[src/sv/decimating_fir_correlator_bank_peaks_top_assert.svh]
// Assertion macros shared by the RTL of the decimating FIR correlator bank.
// Needs a clock named aclk and an active-low reset named aresetn in scope.
`ifndef DECIMATING_FIR_CORRELATOR_BANK_PEAKS_TOP_ASSERT_SVH
`define DECIMATING_FIR_CORRELATOR_BANK_PEAKS_TOP_ASSERT_SVH

// Property must hold at every clock edge outside reset.
`define DFCBP_ASSERT(name, prop, msg) \
    name: assert property (@(posedge aclk) disable iff (!aresetn) prop) else $error(msg);

// Condition must never be seen outside reset.
`define DFCBP_NEVER(name, cond, msg) \
    name: assert property (@(posedge aclk) disable iff (!aresetn) !(cond)) else $error(msg);

`endif

[src/sv/dfcbp_pkg.sv]
// Shared types and constants of the decimating FIR correlator bank.
// No dependencies.
`default_nettype none

package dfcbp_pkg;

    localparam int TAPS_PER_PHASE_DEF = 16;
    localparam int CODE_TAPS_DEF      = 32;
    localparam int CODES_DEF          = 8;
    localparam int SAMPLE_BITS_DEF    = 16;

    localparam int COEF_BITS = 16;
    localparam int PEAK_BITS = 36;
    localparam int SHIFT_BITS = 5;

    // Tag that travels with each product through the multiply-accumulate.
    typedef struct packed {
        logic vld;
        logic first;
        logic last;
        logic pass_end;
    } mac_tag_t;

endpackage

`default_nettype wire

[src/sv/dfcbp_mac.sv]
// Pipelined multiply-accumulate shared by the FIR and correlator passes.
// Depends on dfcbp_pkg.
`default_nettype none

module dfcbp_mac #(
    parameter int SAMPLE_BITS = dfcbp_pkg::SAMPLE_BITS_DEF,
    parameter int ACC_W       = 40
) (
    input  wire                              aclk,
    input  wire                              aresetn,
    input  dfcbp_pkg::mac_tag_t              in_tag,
    input  wire signed [dfcbp_pkg::COEF_BITS-1:0] in_coef,
    input  wire signed [SAMPLE_BITS-1:0]     in_data,
    output dfcbp_pkg::mac_tag_t              out_tag,
    output logic signed [ACC_W-1:0]          out_acc
);

    localparam int PROD_W = SAMPLE_BITS + dfcbp_pkg::COEF_BITS;

    dfcbp_pkg::mac_tag_t       prod_tag_reg;
    logic signed [PROD_W-1:0]  prod_reg;
    logic signed [ACC_W-1:0]   acc_reg;
    logic signed [ACC_W-1:0]   acc_next;
    dfcbp_pkg::mac_tag_t       out_tag_reg;
    logic signed [ACC_W-1:0]   out_acc_reg;

    // Restart the sum on the first product of a run.
    always_comb begin
        if (prod_tag_reg.first) begin
            acc_next = ACC_W'(prod_reg);
        end else begin
            acc_next = acc_reg + ACC_W'(prod_reg);
        end
    end

    always_ff @(posedge aclk) begin
        if (!aresetn) begin
            prod_tag_reg <= '0;
            out_tag_reg  <= '0;
        end else begin
            prod_tag_reg <= in_tag;
            out_tag_reg.vld      <= prod_tag_reg.vld && prod_tag_reg.last;
            out_tag_reg.first    <= 1'b0;
            out_tag_reg.last     <= prod_tag_reg.last;
            out_tag_reg.pass_end <= prod_tag_reg.pass_end;
        end
        prod_reg <= in_coef * in_data;
        if (prod_tag_reg.vld) begin
            acc_reg <= acc_next;
        end
        if (prod_tag_reg.vld && prod_tag_reg.last) begin
            out_acc_reg <= acc_next;
        end
    end

    assign out_tag = out_tag_reg;
    assign out_acc = out_acc_reg;

endmodule

`default_nettype wire

[config.mk]
export PLATFORM = sky130hd
export DESIGN_NAME = dfcbp_mac
export DESIGN_NICKNAME = d
export VERILOG_FILES = /design/src/sv/decimating_fir_correlator_bank_peaks_top_assert.svh /design/src/sv/dfcbp_pkg.sv /design/src/sv/dfcbp_mac.sv
export SDC_FILE = /design/constraint.sdc
export NUM_CORES = 1
export LEC_CHECK = 0
export BUFFER_PORTS_ARGS = -buffer_cell sky130_fd_sc_hd__buf_2
export CAP_MARGIN = 25
export CORE_ASPECT_RATIO = 1.4
export CORE_UTILIZATION = 35
export CTS_CLUSTER_SIZE = 14
export DETAILED_ROUTE_END_ITERATION = 10
export GPL_TIMING_DRIVEN = 0
export PLACE_DENSITY = 0.61
export SLEW_MARGIN = 20
export SYNTH_ARGS = -nofsm -noshare
export SYNTH_HDL_FRONTEND = slang
export SYNTH_SLANG_ARGS = --single-unit
[constraint.sdc]
create_clock -name aclk -period 7 [get_ports aclk]
set_input_delay 0.35 -clock aclk [delete_from_list [all_inputs] [get_ports aclk]]
set_output_delay 0.35 -clock aclk [all_outputs]
set_load 0.01 [all_outputs]
Word level (Yosys, flattened, before mapping)
Index checks and enable logic that the tools add are counted.

operators by class
  add/sub/neg operators = 1
  multiply operators = 1
  divide/modulo/power cells = 0
  order comparisons = 0
  eq/ne operators = 0
  shift-type cells = 0
  mux-type cells = 1
  bitwise gates (word level) = 0
  reduce and logical (&&, ||, !) cells = 1

operators with widths
  operator             number
  $add A40 B32 Y40     1
  $mux W40             1
  $mul A16 B16 Y32     1
  $logic_and A1 B1 Y1  1

word-level totals
  register bits = 120
  bits in latches = 0
  RAM bits = 0
  bits in read-only memories = 0
  output and inout port bits = 44
  logic and storage cells = 15
  memories = 0

Longest topological paths before layout
  depth after elaboration = 2
  depth in mapped cells = 24
  depth with buffers taken out = 23

Worst setup path before layout
No wires, ideal clock.

  path kind = input -> register
  start = input port in_coef[15] (netlist name)
  end = register prod_reg[31]
  setup time = 0.121 ns
  arrival = 5.860 ns
  setup slack = 1.019 ns
  cell stages on the path = 21
  path through = clkbuf_1 nand2_1 inv_1 fa_1 fa_1 fa_1 fa_1 fa_1 inv_1 fa_1 inv_1 ha_1 o21a_1 o21ai_0 a21oi_1 o21ai_0 o311ai_0 a31o_2 a21o_1 a21o_1 xnor2_1

between the ends
  longest elaborated chain between the ends = 1

ends and longest elaborated chain
  what                    RTL line         source
  start: declaration      dfcbp_mac.sv:12  input wire signed [dfcbp_pkg::COEF_BITS-1:0] in_coef,
  $mul A16 B16 Y32        dfcbp_mac.sv:47  prod_reg <= in_coef * in_data;
  end signal: assignment  dfcbp_mac.sv:47
  end: declaration        dfcbp_mac.sv:21  logic signed [PROD_W-1:0] prod_reg;

Every way passes these cells.
A chain may end at the register's enable or synchronous reset.

Worst setup path in the final report
  start = input port in_coef[10] (netlist name)
  end = register prod_reg[31]

Same word-level chain as after synthesis.

==> flow_summary_export.csv <==
group,metric,value,unit
run,max_cap_violations,0,
sta,finalSetupViolations,0,
sta,hold_viol,0,
finish,num_antenna_cells,0,
route,avgViaCountPerCell,5.00,
placement,post_dp_cell_area,16600,um^2
clock_tree,cts-root-buf,"clkbuf_16",
sta,rsz0062_at_grt,"no",
run_status,outcome,"finished with violations",
route,routedWlPerCell,17.2,um
synthesis,synth_fp_nets,1989,
finish,seq_area,3180,um^2
grt,antenna_found_initial,1,
placement,dp.cells,2201,
grt,grt_pass1_wl,63400,um
synthesis,seq_area_frac_synth,20.6,%
clock_tree,cts_buffers,17,
synthesis,synth_flop_cell,"edfxtp_1",
sta,worst_pin_slew,0.661,ns
clock_tree,cts_tree,"built",
setup_path,reg2regPathDepth,13,
clock_tree,cts_max_level,4,
setup_path,start_kind,"input port",
clock_tree,clkSinkCount,119,
floorplan,dieArea,45000,um^2
finish,multi_input_area,11000,um^2
finish,fill_cells,4309,
setup_path,crit_type,"in -> reg",
synthesis,syn_avg_cell_area,9.87,um^2
placement,port_buffers,80,
setup_path,cp.required,7.29,ns
sta,finalClockSkew,0.0105,ns
synthesis,ys_types,68,
synthesis,syn_inst,1567,
synthesis,async_flop_share,0,%
sta,slew_violations,0,
sta,fin_crit,6.54,ns
floorplan,rows,90,
setup_path,r2r-end,"acc_reg[24]$_DFFE_PP_",
floorplan,die-height,251,um
route,drt_pass1_iterations,10,
synthesis,synth_area,15500,um^2
route,wl,38300,um
grt,grt_pass1_vias,12100,
setup_path,crit_fanout,10,
finish,layout_common_cells,"inv_1, fa_1, nand2_1",
sta,fmax,153,MHz
floorplan,ios,82,
worst_hold_path,hold_class,"in -> reg",
floorplan,core_area,43400,um^2
sta,post-route-period-util,93.4,%
setup_path,r2r-start,"acc_reg[0]$_DFFE_PP_",
setup_path,crit_path_end_kind,"flip-flop",
clock_tree,cts_resized,0,
run_status,violations,"design-rule violations",
clock_tree,cts_hold_buf,0,
route,vias,11100,
setup_path,crit_arrival,6.83,ns
setup_path,reg2reg_slack,3.46,ns
grt,grt_overflow,0,
finish,final_cells,2223,
sta,max_slew_margin,55.9,%
clock_tree,clk_pin_slew_worst_paths,0.06,ns
sta,setup-tns-final,0,ns
placement,hpwlAfterDp,32200,um
finish,fin_area,17200,um^2
worst_hold_path,hold_start,"in_tag[3]",
placement,gp_congestion,0.888,
clock_tree,clock_latency,0.42,ns
floorplan,die_width,180,um
finish,final_util,39.8,%
route,ant_nets,0,
synthesis,synth-edff-count,80,
setup_path,crit_path_end,"prod_reg[31]$_DFF_P_",
grt,grtUsageTotal,18.2,%
finish,final_common_cell,"inv_1",
synthesis,ys_ff_latch,119,
clock_tree,clk_path_buf_depth,2,
route,route.detailed.drc,5,
grt,grt_max_degree,24,
finish,fin_nets,2080,
setup_path,crit_path_start,"in_coef[10]",
synthesis,yosys_warnings,0,
route,drt_iter0_markers,678,
finish,area_growth,11.5,%
floorplan,initial_core_util,35.7,%
finish,final_layout_size_suffix_gt1_share,8.68,%
clock_tree,post_cts_buffers,0,
## Yosys cell counts, types with 3 or more instances
| cell type | instances | area share (%) |
|---|---|---|
| inv_1 | 292 | 7.1 |
| fa_1 | 263 | 34 |
| nand2_1 | 179 | 4.3 |
| and2_1 | 133 | 5.4 |
| ha_1 | 121 | 9.8 |
| edfxtp_1 | 80 | 16 |
| o21ai_0 | 58 | 1.9 |
| a21oi_1 | 54 | 1.7 |
| clkbuf_1 | 48 | 1.2 |
| xnor2_1 | 43 | 2.4 |
| dfxtp_1 | 39 | 5.0 |
| nor2_1 | 39 | 0.95 |
| a21o_1 | 25 | 1.2 |
| xor2_1 | 21 | 1.2 |
| o21a_1 | 15 | 0.73 |
| nand2b_1 | 12 | 0.49 |
| a211oi_1 | 10 | 0.49 |
| nand3_1 | 9 | 0.29 |
| nor2b_1 | 9 | 0.36 |
| o21ai_1 | 8 | 0.26 |
| o21bai_1 | 8 | 0.39 |
| and3_1 | 7 | 0.28 |
| nand4_1 | 6 | 0.24 |
| a211o_1 | 5 | 0.28 |
| nor3_1 | 5 | 0.16 |
| o31ai_1 | 5 | 0.24 |
| a31oi_1 | 4 | 0.16 |
| o211ai_1 | 4 | 0.19 |
| a21boi_0 | 3 | 0.15 |
| a221o_1 | 3 | 0.19 |
| mux2_2 | 3 | 0.22 |
| nor3b_1 | 3 | 0.15 |
| o22ai_1 | 3 | 0.12 |
| o311ai_0 | 3 | 0.17 |
| or3_1 | 3 | 0.12 |
## metrics by stage
step,hold slack (ns),setup WS (ns)
3_3_place_gp,0.422,-0.250
6_report,0.140,0.464
3_5_place_dp,0.430,-0.265
5_1_grt,0.143,0.00602
4_1_cts,0.136,0.169
2_1_floorplan,0.412,1.02
## cell families (layout without fill, tap and decap cells)
kind of cell    count (synthesis)  in the layout  share of synthesized area [%]
simple gates                  416            416                           13.3
fa+ha+maj                     384            384                           43.8
buf+inv                       343            447                           8.36
compound gates                235            235                           9.91
flops                         119            119                           20.6
xor+xnor                       64             64                           3.62
mux                             5              5                          0.348
other cells                     1              1                         0.0242
## cell type report
type	instances	area share, %
multi-input combinational	1105	63.8
sequential	119	18.5
inverter	293	6.38
tap	552	4.01
timing repair buffer	82	2.60
clock buffer	18	2.49
clock inverter	14	1.28
buffer	40	1.00
## worst max-delay path: stages
cell      delay [ns]
buf_2           0.16
clkbuf_1        0.48
nand2_1         0.16
fa_1            0.55
fa_1            0.48
fa_1            0.54
inv_1           0.05
fa_1            0.48
fa_1            0.49
inv_1           0.05
fa_1            0.53
inv_1           0.06
ha_1            0.36
a21o_1          0.18
a21oi_1         0.12
o21ai_1         0.12
a21oi_1         0.39
o311ai_0        0.28
a31o_2          0.33
a21o_1          0.17
a21o_1          0.18
xnor2_1         0.31
## how the worst min path moves through the flow
stage	cells past startpoint	slack [ns]	endpoint
final	2	0.14	prod_tag_reg[3]$_SDFF_PN0_
after global routing	2	0.14	prod_tag_reg[3]$_SDFF_PN0_
after CTS	2	0.14	prod_tag_reg[3]$_SDFF_PN0_
after detailed placement	1	0.43	out_tag[0]$_SDFF_PN0_
after global placement	1	0.42	out_tag[0]$_SDFF_PN0_
after floorplan	1	0.41	out_tag[0]$_SDFF_PN0_
## routing by layer
| metal | track usage, % | vias up | wire, um |
|---|---|---|---|
| met5 | 0 | - | 0 |
| met4 | 9.36 | 0 | 1950 |
| met3 | 1.88 | 80 | 1280 |
| met2 | 33.9 | 259 | 20200 |
| met1 | 20.5 | 5610 | 14900 |
| li1 | - | 5164 | - |
Power is left out: the tool's default activity adds up to more than one toggle a clock period on the data nets, which glitch-free logic cannot reach.
